$ cat src/hdl/pts_pkg.sv
`timescale 1ns / 1ps
// Package for the periodic task scheduler table: slot count, request codes,
// transfer payload types and the internal command format.
// No dependencies.
package pts_pkg;

    // Table size; slot_number is five bits wide, room for every slot index and SLOT_NONE.
    localparam int SLOTS  = 16;
    localparam int SLOT_W = $clog2(SLOTS);
    localparam int NUM_W  = 5;

    // Depth of the command queue between front and back.
    localparam int QDEPTH = 2;

    localparam logic [1:0] REQ_ADD      = 2'd0;
    localparam logic [1:0] REQ_DELETE   = 2'd1;
    localparam logic [1:0] REQ_TICK     = 2'd2;
    localparam logic [1:0] REQ_DISPATCH = 2'd3;

    localparam logic [NUM_W-1:0] SLOT_NONE  = NUM_W'(SLOTS);
    localparam logic [7:0]       SLOT_LIMIT = 8'(SLOTS);
    localparam logic [7:0]       PEND_MAX   = 8'd255;

    typedef struct packed {
        logic [1:0]  req_type;
        logic [31:0] task_handle;
        logic [31:0] first_delay;
        logic [31:0] run_period;
        logic [7:0]  target_slot;
    } in_item_t;

    typedef struct packed {
        logic [NUM_W-1:0] slot_number;
        logic [31:0]      handle_out;
        logic             success;
        logic             run_valid;
        logic             last;
    } out_item_t;

    typedef enum logic [2:0] {
        OP_ADD,
        OP_ADD_REJECT,
        OP_DELETE,
        OP_DELETE_BAD,
        OP_TICK,
        OP_DISPATCH
    } cmd_op_t;

    typedef struct packed {
        cmd_op_t           op;
        logic [31:0]       handle;
        logic [31:0]       delay;
        logic [31:0]       period;
        logic [SLOT_W-1:0] slot;
    } cmd_t;

endpackage

$ cat src/hdl/pts_front.sv
`timescale 1ns / 1ps
// Front end of the scheduler table: accepts requests and classifies them
// into commands for the back end. Depends on pts_pkg.
module pts_front (
    input  logic             in_valid,
    output logic             in_stall,
    input  pts_pkg::in_item_t in_data,
    output logic             push,
    output pts_pkg::cmd_t    push_cmd,
    input  logic             queue_full
);
    import pts_pkg::*;

    assign in_stall = queue_full;
    assign push     = in_valid && !queue_full;

    // Reject zero handles and out-of-range delete targets up front.
    always_comb
    begin
        push_cmd.handle = in_data.task_handle;
        push_cmd.delay  = in_data.first_delay;
        push_cmd.period = in_data.run_period;
        push_cmd.slot   = in_data.target_slot[SLOT_W-1:0];
        case (in_data.req_type)
            REQ_ADD:
                push_cmd.op = (in_data.task_handle != 32'd0) ? OP_ADD : OP_ADD_REJECT;
            REQ_DELETE:
                push_cmd.op = (in_data.target_slot < SLOT_LIMIT) ? OP_DELETE : OP_DELETE_BAD;
            REQ_TICK:
                push_cmd.op = OP_TICK;
            REQ_DISPATCH:
                push_cmd.op = OP_DISPATCH;
            default:
                push_cmd.op = OP_TICK;
        endcase
    end

endmodule

$ cat src/hdl/pts_cmd_queue.sv
`timescale 1ns / 1ps
// Short command queue that decouples the front end from the back end.
// Depends on pts_pkg.
module pts_cmd_queue (
    input  logic          clk,
    input  logic          rst_n,
    input  logic          push,
    input  pts_pkg::cmd_t push_cmd,
    output logic          full,
    input  logic          pop,
    output logic          pop_valid,
    output pts_pkg::cmd_t pop_cmd
);
    import pts_pkg::*;

    localparam int PTR_W = (QDEPTH > 1) ? $clog2(QDEPTH) : 1;
    localparam int CNT_W = $clog2(QDEPTH + 1);

    cmd_t             entry_reg [QDEPTH];
    logic [PTR_W-1:0] wr_ptr_reg;
    logic [PTR_W-1:0] wr_ptr_next;
    logic [PTR_W-1:0] rd_ptr_reg;
    logic [PTR_W-1:0] rd_ptr_next;
    logic [CNT_W-1:0] count_reg;
    logic [CNT_W-1:0] count_next;
    logic             do_push;
    logic             do_pop;

    assign full      = (count_reg == CNT_W'(QDEPTH));
    assign pop_valid = (count_reg != '0);
    assign pop_cmd   = entry_reg[rd_ptr_reg];
    assign do_push   = push && !full;
    assign do_pop    = pop && pop_valid;

    always_comb
    begin
        wr_ptr_next = wr_ptr_reg;
        rd_ptr_next = rd_ptr_reg;
        count_next  = count_reg;
        if (do_push)
        begin
            wr_ptr_next = (wr_ptr_reg == PTR_W'(QDEPTH - 1)) ? '0 : wr_ptr_reg + 1'b1;
        end
        if (do_pop)
        begin
            rd_ptr_next = (rd_ptr_reg == PTR_W'(QDEPTH - 1)) ? '0 : rd_ptr_reg + 1'b1;
        end
        if (do_push && !do_pop)
        begin
            count_next = count_reg + 1'b1;
        end
        else if (do_pop && !do_push)
        begin
            count_next = count_reg - 1'b1;
        end
    end

    always_ff @(posedge clk or negedge rst_n)
    begin
        if (!rst_n)
        begin
            wr_ptr_reg <= '0;
            rd_ptr_reg <= '0;
            count_reg  <= '0;
        end
        else
        begin
            wr_ptr_reg <= wr_ptr_next;
            rd_ptr_reg <= rd_ptr_next;
            count_reg  <= count_next;
        end
    end

    always_ff @(posedge clk)
    begin
        if (do_push)
        begin
            entry_reg[wr_ptr_reg] <= push_cmd;
        end
    end

endmodule

$ cat src/hdl/pts_back.sv
`timescale 1ns / 1ps
// Back end of the scheduler table: slot tables, sequencer over the slots
// and the result output register. Depends on pts_pkg.
module pts_back (
    input  logic              clk,
    input  logic              rst_n,
    input  logic              cmd_valid,
    input  pts_pkg::cmd_t     cmd,
    output logic              cmd_pop,
    output logic              out_valid,
    input  logic              out_stall,
    output pts_pkg::out_item_t out_data
);
    import pts_pkg::*;

    typedef enum logic [1:0] {
        ST_IDLE,
        ST_TICK,
        ST_DISP,
        ST_RESULT
    } state_t;

    localparam logic [SLOT_W-1:0] LAST_SLOT = SLOT_W'(SLOTS - 1);

    // Slot tables; occ_reg marks which entries hold a live task.
    logic [31:0] handle_reg [SLOTS];
    logic [31:0] delay_reg  [SLOTS];
    logic [31:0] period_reg [SLOTS];
    logic [7:0]  pend_reg   [SLOTS];

    state_t            state_reg;
    state_t            state_next;
    logic [SLOT_W-1:0] idx_reg;
    logic [SLOT_W-1:0] idx_next;
    logic [SLOTS-1:0]  occ_reg;
    logic [SLOTS-1:0]  occ_next;
    logic [SLOTS-1:0]  rdy_reg;
    logic [SLOTS-1:0]  rdy_next;
    out_item_t         res_reg;
    out_item_t         res_next;
    logic              out_valid_reg;
    logic              out_valid_next;
    out_item_t         out_data_reg;
    out_item_t         out_data_next;

    logic              out_free;
    logic [SLOT_W-1:0] free_idx;
    logic              free_found;
    logic              rdy_above;
    logic [31:0]       rd_handle;
    logic [31:0]       rd_delay;
    logic [31:0]       rd_period;
    logic [7:0]        rd_pend;
    logic              wr_all;
    logic              wr_dp;
    logic [SLOT_W-1:0] wr_idx;
    logic [31:0]       wr_delay;
    logic [7:0]        wr_pend;

    assign out_valid = out_valid_reg;
    assign out_data  = out_data_reg;
    assign out_free  = !out_valid_reg || !out_stall;

    assign rd_handle = handle_reg[idx_reg];
    assign rd_delay  = delay_reg[idx_reg];
    assign rd_period = period_reg[idx_reg];
    assign rd_pend   = pend_reg[idx_reg];

    assign free_found = !(&occ_reg);
    assign rdy_above  = |((rdy_reg >> idx_reg) >> 1);

    // Lowest free slot.
    always_comb
    begin
        free_idx = '0;
        for (int i = SLOTS - 1; i >= 0; i--)
        begin
            if (!occ_reg[i])
            begin
                free_idx = SLOT_W'(i);
            end
        end
    end

    always_comb
    begin
        state_next     = state_reg;
        idx_next       = idx_reg;
        occ_next       = occ_reg;
        rdy_next       = rdy_reg;
        res_next       = res_reg;
        out_valid_next = out_valid_reg && out_stall;
        out_data_next  = out_data_reg;
        cmd_pop        = 1'b0;
        wr_all         = 1'b0;
        wr_dp          = 1'b0;
        wr_idx         = idx_reg;
        wr_delay       = rd_delay;
        wr_pend        = rd_pend;

        case (state_reg)
            ST_IDLE:
            begin
                if (cmd_valid)
                begin
                    cmd_pop    = 1'b1;
                    state_next = ST_RESULT;
                    res_next   = '{slot_number: SLOT_NONE, handle_out: 32'd0,
                                   success: 1'b0, run_valid: 1'b0, last: 1'b1};
                    case (cmd.op)
                        OP_ADD:
                        begin
                            if (free_found)
                            begin
                                wr_all               = 1'b1;
                                wr_idx               = free_idx;
                                occ_next[free_idx]   = 1'b1;
                                rdy_next[free_idx]   = 1'b0;
                                res_next.slot_number = NUM_W'(free_idx);
                                res_next.success     = 1'b1;
                            end
                        end
                        OP_DELETE:
                        begin
                            if (occ_reg[cmd.slot])
                            begin
                                occ_next[cmd.slot]   = 1'b0;
                                rdy_next[cmd.slot]   = 1'b0;
                                res_next.slot_number = NUM_W'(cmd.slot);
                                res_next.success     = 1'b1;
                            end
                        end
                        OP_TICK:
                        begin
                            idx_next   = '0;
                            state_next = ST_TICK;
                        end
                        OP_DISPATCH:
                        begin
                            if (rdy_reg != '0)
                            begin
                                idx_next   = '0;
                                state_next = ST_DISP;
                            end
                        end
                        default:
                        begin
                            // Rejected add or bad delete: keep the failure result.
                        end
                    endcase
                end
            end
            ST_TICK:
            begin
                if (occ_reg[idx_reg])
                begin
                    wr_dp = 1'b1;
                    if (rd_delay == 32'd0)
                    begin
                        wr_delay          = rd_period;
                        wr_pend           = (rd_pend == PEND_MAX) ? rd_pend : rd_pend + 8'd1;
                        rdy_next[idx_reg] = 1'b1;
                    end
                    else
                    begin
                        wr_delay = rd_delay - 32'd1;
                    end
                end
                if (idx_reg == LAST_SLOT)
                begin
                    res_next   = '{slot_number: SLOT_NONE, handle_out: 32'd0,
                                   success: 1'b1, run_valid: 1'b0, last: 1'b1};
                    state_next = ST_RESULT;
                end
                else
                begin
                    idx_next = idx_reg + 1'b1;
                end
            end
            ST_DISP:
            begin
                if (!rdy_reg[idx_reg])
                begin
                    idx_next = idx_reg + 1'b1;
                end
                else if (out_free)
                begin
                    out_valid_next = 1'b1;
                    out_data_next  = '{slot_number: NUM_W'(idx_reg), handle_out: rd_handle,
                                       success: 1'b1, run_valid: 1'b1, last: !rdy_above};
                    wr_dp          = 1'b1;
                    wr_pend        = rd_pend - 8'd1;
                    if (rd_period == 32'd0)
                    begin
                        occ_next[idx_reg] = 1'b0;
                        rdy_next[idx_reg] = 1'b0;
                    end
                    else
                    begin
                        rdy_next[idx_reg] = (wr_pend != 8'd0);
                    end
                    if (rdy_above)
                    begin
                        idx_next = idx_reg + 1'b1;
                    end
                    else
                    begin
                        state_next = ST_IDLE;
                    end
                end
            end
            ST_RESULT:
            begin
                if (out_free)
                begin
                    out_valid_next = 1'b1;
                    out_data_next  = res_reg;
                    state_next     = ST_IDLE;
                end
            end
            default:
            begin
                state_next = ST_IDLE;
            end
        endcase
    end

    always_ff @(posedge clk or negedge rst_n)
    begin
        if (!rst_n)
        begin
            state_reg     <= ST_IDLE;
            idx_reg       <= '0;
            occ_reg       <= '0;
            rdy_reg       <= '0;
            out_valid_reg <= 1'b0;
        end
        else
        begin
            state_reg     <= state_next;
            idx_reg       <= idx_next;
            occ_reg       <= occ_next;
            rdy_reg       <= rdy_next;
            out_valid_reg <= out_valid_next;
        end
    end

    always_ff @(posedge clk)
    begin
        res_reg      <= res_next;
        out_data_reg <= out_data_next;
    end

    // Entries are only read while occ_reg marks them live.
    always_ff @(posedge clk)
    begin
        if (wr_all)
        begin
            handle_reg[wr_idx] <= cmd.handle;
            delay_reg[wr_idx]  <= cmd.delay;
            period_reg[wr_idx] <= cmd.period;
            pend_reg[wr_idx]   <= 8'd0;
        end
        else if (wr_dp)
        begin
            delay_reg[wr_idx] <= wr_delay;
            pend_reg[wr_idx]  <= wr_pend;
        end
    end

endmodule

$ cat src/hdl/periodic_task_scheduler_table.sv
`timescale 1ns / 1ps
// Top level of the periodic task scheduler table: front end, command queue
// and back end. Depends on pts_pkg, pts_front, pts_cmd_queue and pts_back.
//
//  channel | handshake          | payload            | transfers per request
//  --------+--------------------+--------------------+----------------------
//  in      | in_valid/in_stall  | in_data (in_item_t)| one
//  out     | out_valid/out_stall| out_data           | one, or one per ready slot
//
// Sequence: add, delete and an empty dispatch pop the command, then emit a
// result; tick pops, visits every slot in turn, then emits a result; a
// dispatch with ready slots pops, then walks the slots up to the last ready one,
// each result leaving as soon as the output register is free.
// Reset clears occupancy, ready bits, sequencer, queue and output valid flag.
// An output stall holds results; the queue fills, then in_stall rises.
module periodic_task_scheduler_table_core (
    input  logic               clk,
    input  logic               rst_n,
    input  logic               in_valid,
    output logic               in_stall,
    input  pts_pkg::in_item_t  in_data,
    output logic               out_valid,
    input  logic               out_stall,
    output pts_pkg::out_item_t out_data
);
    import pts_pkg::*;

    logic push;
    cmd_t push_cmd;
    logic queue_full;
    logic pop;
    logic pop_valid;
    cmd_t pop_cmd;

    // Classify each request transfer and drop it into the queue.
    pts_front u_front (
        .in_valid   (in_valid),
        .in_stall   (in_stall),
        .in_data    (in_data),
        .push       (push),
        .push_cmd   (push_cmd),
        .queue_full (queue_full)
    );

    // Hold commands while the back end walks the table.
    pts_cmd_queue u_queue (
        .clk       (clk),
        .rst_n     (rst_n),
        .push      (push),
        .push_cmd  (push_cmd),
        .full      (queue_full),
        .pop       (pop),
        .pop_valid (pop_valid),
        .pop_cmd   (pop_cmd)
    );

    // Carry out each command against the slot tables and emit results.
    pts_back u_back (
        .clk       (clk),
        .rst_n     (rst_n),
        .cmd_valid (pop_valid),
        .cmd       (pop_cmd),
        .cmd_pop   (pop),
        .out_valid (out_valid),
        .out_stall (out_stall),
        .out_data  (out_data)
    );

endmodule
$ cat config.mk
export PLATFORM = sky130hd
export DESIGN_NAME = periodic_task_scheduler_table_core
export DESIGN_NICKNAME = d
export VERILOG_FILES = /design/src/hdl/pts_pkg.sv /design/src/hdl/pts_front.sv /design/src/hdl/pts_cmd_queue.sv /design/src/hdl/pts_back.sv /design/src/hdl/periodic_task_scheduler_table.sv
export SDC_FILE = /design/constraint.sdc
export NUM_CORES = 2
export LEC_CHECK = 0
export BUFFER_PORTS_ARGS = -buffer_cell sky130_fd_sc_hd__buf_2
export CORE_UTILIZATION = 40
export DETAILED_ROUTE_END_ITERATION = 8
export HOLD_SLACK_MARGIN = 0.05
export SYNTH_ARGS = -nofsm -noshare
export SYNTH_HDL_FRONTEND = slang
export SYNTH_HIERARCHICAL = 1
export SYNTH_SLANG_ARGS = --single-unit
$ cat constraint.sdc
create_clock -name clk -period 15.35 [get_ports clk]
set_input_delay 0.7675 -clock clk [delete_from_list [all_inputs] [get_ports clk]]
set_output_delay 0.7675 -clock clk [all_outputs]
set_load 0.01 [all_outputs]
==> key figures <==
Place
  • Cells after DPL: approximately 6,500
  • Dpl ws: ~7.6 ns
  • HPWL Detailed: slightly above 100,000 um
  • Port Buffers: between 150 and 200
  • RePlAce Congestion: roughly 0.87

STA
  • Hold Vio Cnt, Final: 0
  • Max-slew violations: 0
  • Worst-Margin Slew: ~1.3 ns
  • RSZ-0062 raised after global routing: false
  • Final setup viols: 0
  • Clock period minus worst slack: 7.627 ns
  • Period utilization: 49.69%
  • Final worst setup slack: ~7.7 ns
  • Max_slew headroom: about 14%
  • Max Freq: ~0.13 GHz
  • TNS Setup: 0 ns
  • Worst Skew: roughly 0.027 ns

Drt
  • Via density: ~5.7
  • DRC: 0
  • Starting DRT DRC Count: about 4,000
  • DRT Wirelength: 194,100 um
  • Antenna viol nets, final: 0
  • 1st-pass router iterations: 6
  • Vias: 39,140
  • DR WL/cell: 28.42 um

Floorplanning
  • Die X: 446.2 um
  • Starting density of the core: about two fifths
  • Num ports: 152
  • Die ar.: around 0.20 mm2
  • Core ar.: a little under 0.2 mm2
  • Die Height: ~450 um
  • Rows: around 160

Job
  • Maxcap violations: 0

Global routing
  • Vias in the first global route: roughly 39,000
  • GRT overflow: 0
  • Largest net degree at the start of global routing: 110
  • Initial antenna violation count: 14
  • GRT Total Usage: 19.51%
  • First-pass GRT wire length: ~280,000 um

Logic synthesis
  • Yosys reg bits: around 2,000
  • EDFF count, synth: 1,916
  • Synth async-reset ratio: around 2.2%
  • Synthesized Nets: about 4,000
  • Synth Instances: 3,916
  • YS warnings: 6
  • Post-synth cell types: between 80 and 90
  • Dominant synthesized flop cell: edfxtp_1
  • Sequential share of the synthesized area: between 70% and 80%
  • Syn_area_per_cell: 20.16 um2
  • Post-synthesis cell area: around 0.079 mm2

Clock network
  • Postcts setup bufs: 0
  • CTS Root Cell: clkbuf_16
  • TritonCTS Buffers: approximately 190
  • H-tree depth: 4
  • CTS tree: built
  • Reg clk slew, reported paths: 0.06 ns
  • CTS max path bufs: 3
  • Worst skew pair latency: 0.83 ns
  • Post-cts resize count: 0
  • Clock Sinks: 1,959

Power
  • Combinational share of power: just under 30%
  • Switch Pwr: 5.356 mW
  • Power consumption: between 15 and 20 mW
  • Pwr/cell area: about 190 mW/mm2
  • Clock share of power: between 20% and 30%
  • Sequential share of power: 43.4%
  • Leakage: between 20 and 30 nW
  • Switch share: between 30% and 40%
  • Maximum VDD drop: ~0.00012 V
  • Pint: about 11 mW

Worst setup path
  • End of the critical path: u_back/delay_reg[12][31]$_DFFE_PP_
  • Arrival @ worst endpoint: between 8 and 9 ns
  • Worst path max stage delay: about 1.0 ns
  • Most frequent cell on the critical path: buf_4
  • R2R cell count: 13
  • Worst setup path start: u_back/idx_reg[0]$_DFFE_PN0P_
  • Crit. End Element: flop
  • Reg2reg end: u_back/delay_reg[12][31]$_DFFE_PP_
  • CP Cell Sequence: buf_4 -> buf_4 -> mux4_2 -> a22oi_1 -> nand2_1 -> nor4_1 -> nand2_1 -> or4_1 -> buf_4 -> nor2b_1 -> o21ai_1 -> o31ai_1 -> o41ai_2
  • Slowest cell on crit path: o41ai_2
  • CP startpoint kind: flop
  • Crit path required time: around 16 ns
  • CP max FO: 48
  • Flop2flop setup slack: 7.72 ns
  • Crit Path Category: flop to flop
  • Reg-to-reg startpoint: u_back/idx_reg[0]$_DFFE_PN0P_

Run status
  • Status: finished clean

Min path
  • Hold Crit Class: input port to flop

Finish
  • Share of layout cells above drive strength 1: a little over a quarter
  • Register area: 0.05863 mm2
  • Final Util: a little under half
  • # fillers: about 17,000
  • Nets: between 4,000 and 5,000
  • Finished Layout Cells: approximately 6,800
  • Area grow syn2layout: 11.63%
  • Area of the multi-input gates: about 0.019 mm2
[kinds of logic (layout without fill, tap and decap cells)]
family,count (synthesis),in the layout,synth area share (%)
AOI/OAI and AO/OA,425,425,3.601
xor gates and xnor gates,18,18,0.1997
adders and majority gates,14,14,0.2219
buffers and inverters,335,623,2.631
DFF,1959,1959,74.25
muxes,601,601,15.69
other,0,2,0
and+or+nand+nor,564,564,3.405
[area by class of cell]
| cell class | instances | share of cell area [%] |
|---|---|---|
| clock buffer | 241 | 5.770 |
| tap | 2624 | 3.726 |
| clock inverter | 109 | 1.079 |
| sequential | 1959 | 66.54 |
| multi-input combinational | 1622 | 21.06 |
| timing repair buffer | 243 | 1.687 |
| antenna | 2 | 0.005680 |
| inverter | 30 | 0.1278 |
[timing repair]
action                     in CTS  in global routing
setup endpoints to repair       0                  0
hold endpoints to repair       43                  0
hold buffers                    1                  0
[worst max-delay path: cells and delay by family, from the launching register on]
family | cells | cell delay (ns)
simple gates | 5 | 2.12
buf+inv | 3 | 1.98
compound gates | 4 | 1.44
flops | 1 | 0.98
mux | 1 | 0.58
[metal layers]
| layer | track usage, % | routed length, um |
|---|---|---|
| met5 | 0 | 54 |
| met4 | 5.406 | 4695 |
| met3 | 3.243 | 12200 |
| met2 | 32.41 | 96710 |
| met1 | 26.57 | 80480 |
[placed cells by master, fill, tap and decap left out, types with 35 or more instances in the layout]
master / netlist / layout
edfxtp_1: 1916 / 1916
mux4_2: 400 / 400
nand2_1: 203 / 202
clkbuf_16: 0 / 196
buf_2: 27 / 151
a22oi_1: 108 / 108
nor2_1: 139 / 104
buf_4: 111 / 88
o21ai_0: 81 / 75
a21oi_1: 73 / 72
mux4_1: 61 / 61
mux2_4: 60 / 60
mux2_2: 57 / 57
clkbuf_1: 107 / 44
and2_1: 46 / 44
clkinv_2: 0 / 42
dfrtp_1: 43 / 38
nand3_1: 37 / 37
clkinv_1: 0 / 35
a31oi_1: 37 / 35
[worst min-delay path by stage]
stage | from | to | slack (ns) | cells after the start
6_report | in_data[60] | u_queue/entry_reg[0][56]$_DFFE_PP_ | 0.13 | 1
3_3_place_gp | u_queue/count_reg[1]$_DFFE_PN0P_ | u_queue/count_reg[1]$_DFFE_PN0P_ | 0.48 | 1
2_1_floorplan | u_queue/count_reg[1]$_DFFE_PN0P_ | u_queue/count_reg[1]$_DFFE_PN0P_ | 0.46 | 1
3_5_place_dp | u_queue/count_reg[1]$_DFFE_PN0P_ | u_queue/count_reg[1]$_DFFE_PN0P_ | 0.49 | 1
4_1_cts | in_data[19] | u_queue/entry_reg[0][15]$_DFFE_PP_ | 0.05 | 1
5_1_grt | in_data[19] | u_queue/entry_reg[0][15]$_DFFE_PP_ | 0.08 | 1
[cells in the mapped netlist, types with 6 or more instances]
| library cell | count | area, um2 |
|---|---|---|
| edfxtp_1 | 1916 | 57540 |
| mux4_2 | 400 | 9009 |
| nand2_1 | 203 | 762.0 |
| nor2_1 | 139 | 521.8 |
| buf_4 | 111 | 833.3 |
| a22oi_1 | 108 | 810.8 |
| clkbuf_1 | 107 | 401.6 |
| o21ai_0 | 81 | 405.4 |
| a21oi_1 | 73 | 365.4 |
| mux4_1 | 61 | 1603 |
| mux2_4 | 60 | 900.9 |
| mux2_2 | 57 | 641.9 |
| and2_1 | 46 | 287.8 |
| dfrtp_1 | 43 | 1076 |
| a31oi_1 | 37 | 231.5 |
| nand3_1 | 37 | 185.2 |
| inv_1 | 30 | 112.6 |
| buf_2 | 27 | 135.1 |
| nor4_1 | 26 | 162.7 |
| buf_1 | 23 | 86.33 |
| mux2i_1 | 23 | 230.2 |
| buf_6 | 22 | 247.7 |
| nor3_1 | 19 | 95.09 |
| a221oi_1 | 18 | 157.7 |
| nor2b_1 | 16 | 100.1 |
| a22o_1 | 15 | 131.4 |
| xnor2_1 | 15 | 131.4 |
| ha_1 | 14 | 175.2 |
| and3_1 | 11 | 68.82 |
| nand2b_1 | 11 | 68.82 |
| or3_1 | 11 | 68.82 |
| buf_12 | 10 | 200.2 |
| nand4_1 | 10 | 62.56 |
| o31ai_1 | 10 | 75.07 |
| a211o_1 | 8 | 70.07 |
| o21ai_1 | 8 | 40.04 |
| a21o_1 | 7 | 52.55 |
| o22ai_1 | 7 | 43.79 |
| a21boi_0 | 6 | 45.04 |
[per-stage QoR]
step           instance area [um2]  hold WS (ns)
6_report                     88110        0.1333
5_1_grt                      88110       0.07935
4_1_cts                      88090       0.05327
3_5_place_dp                 82050        0.4889
3_3_place_gp                 82050        0.4761
2_1_floorplan                78940        0.4559
[power groups by stage]
stage	Sequential (mW)	Clock [mW]	Combinational [mW]
floorplan	7.21	0	3.34
global placement	7.32	0	4.80
detailed placement	7.33	0	4.86
CTS	7.22	4.63	4.88
global route	7.24	4.82	5.21
finish	7.21	4.55	4.86
No activity file was read; power rests on OpenSTA's default activity.
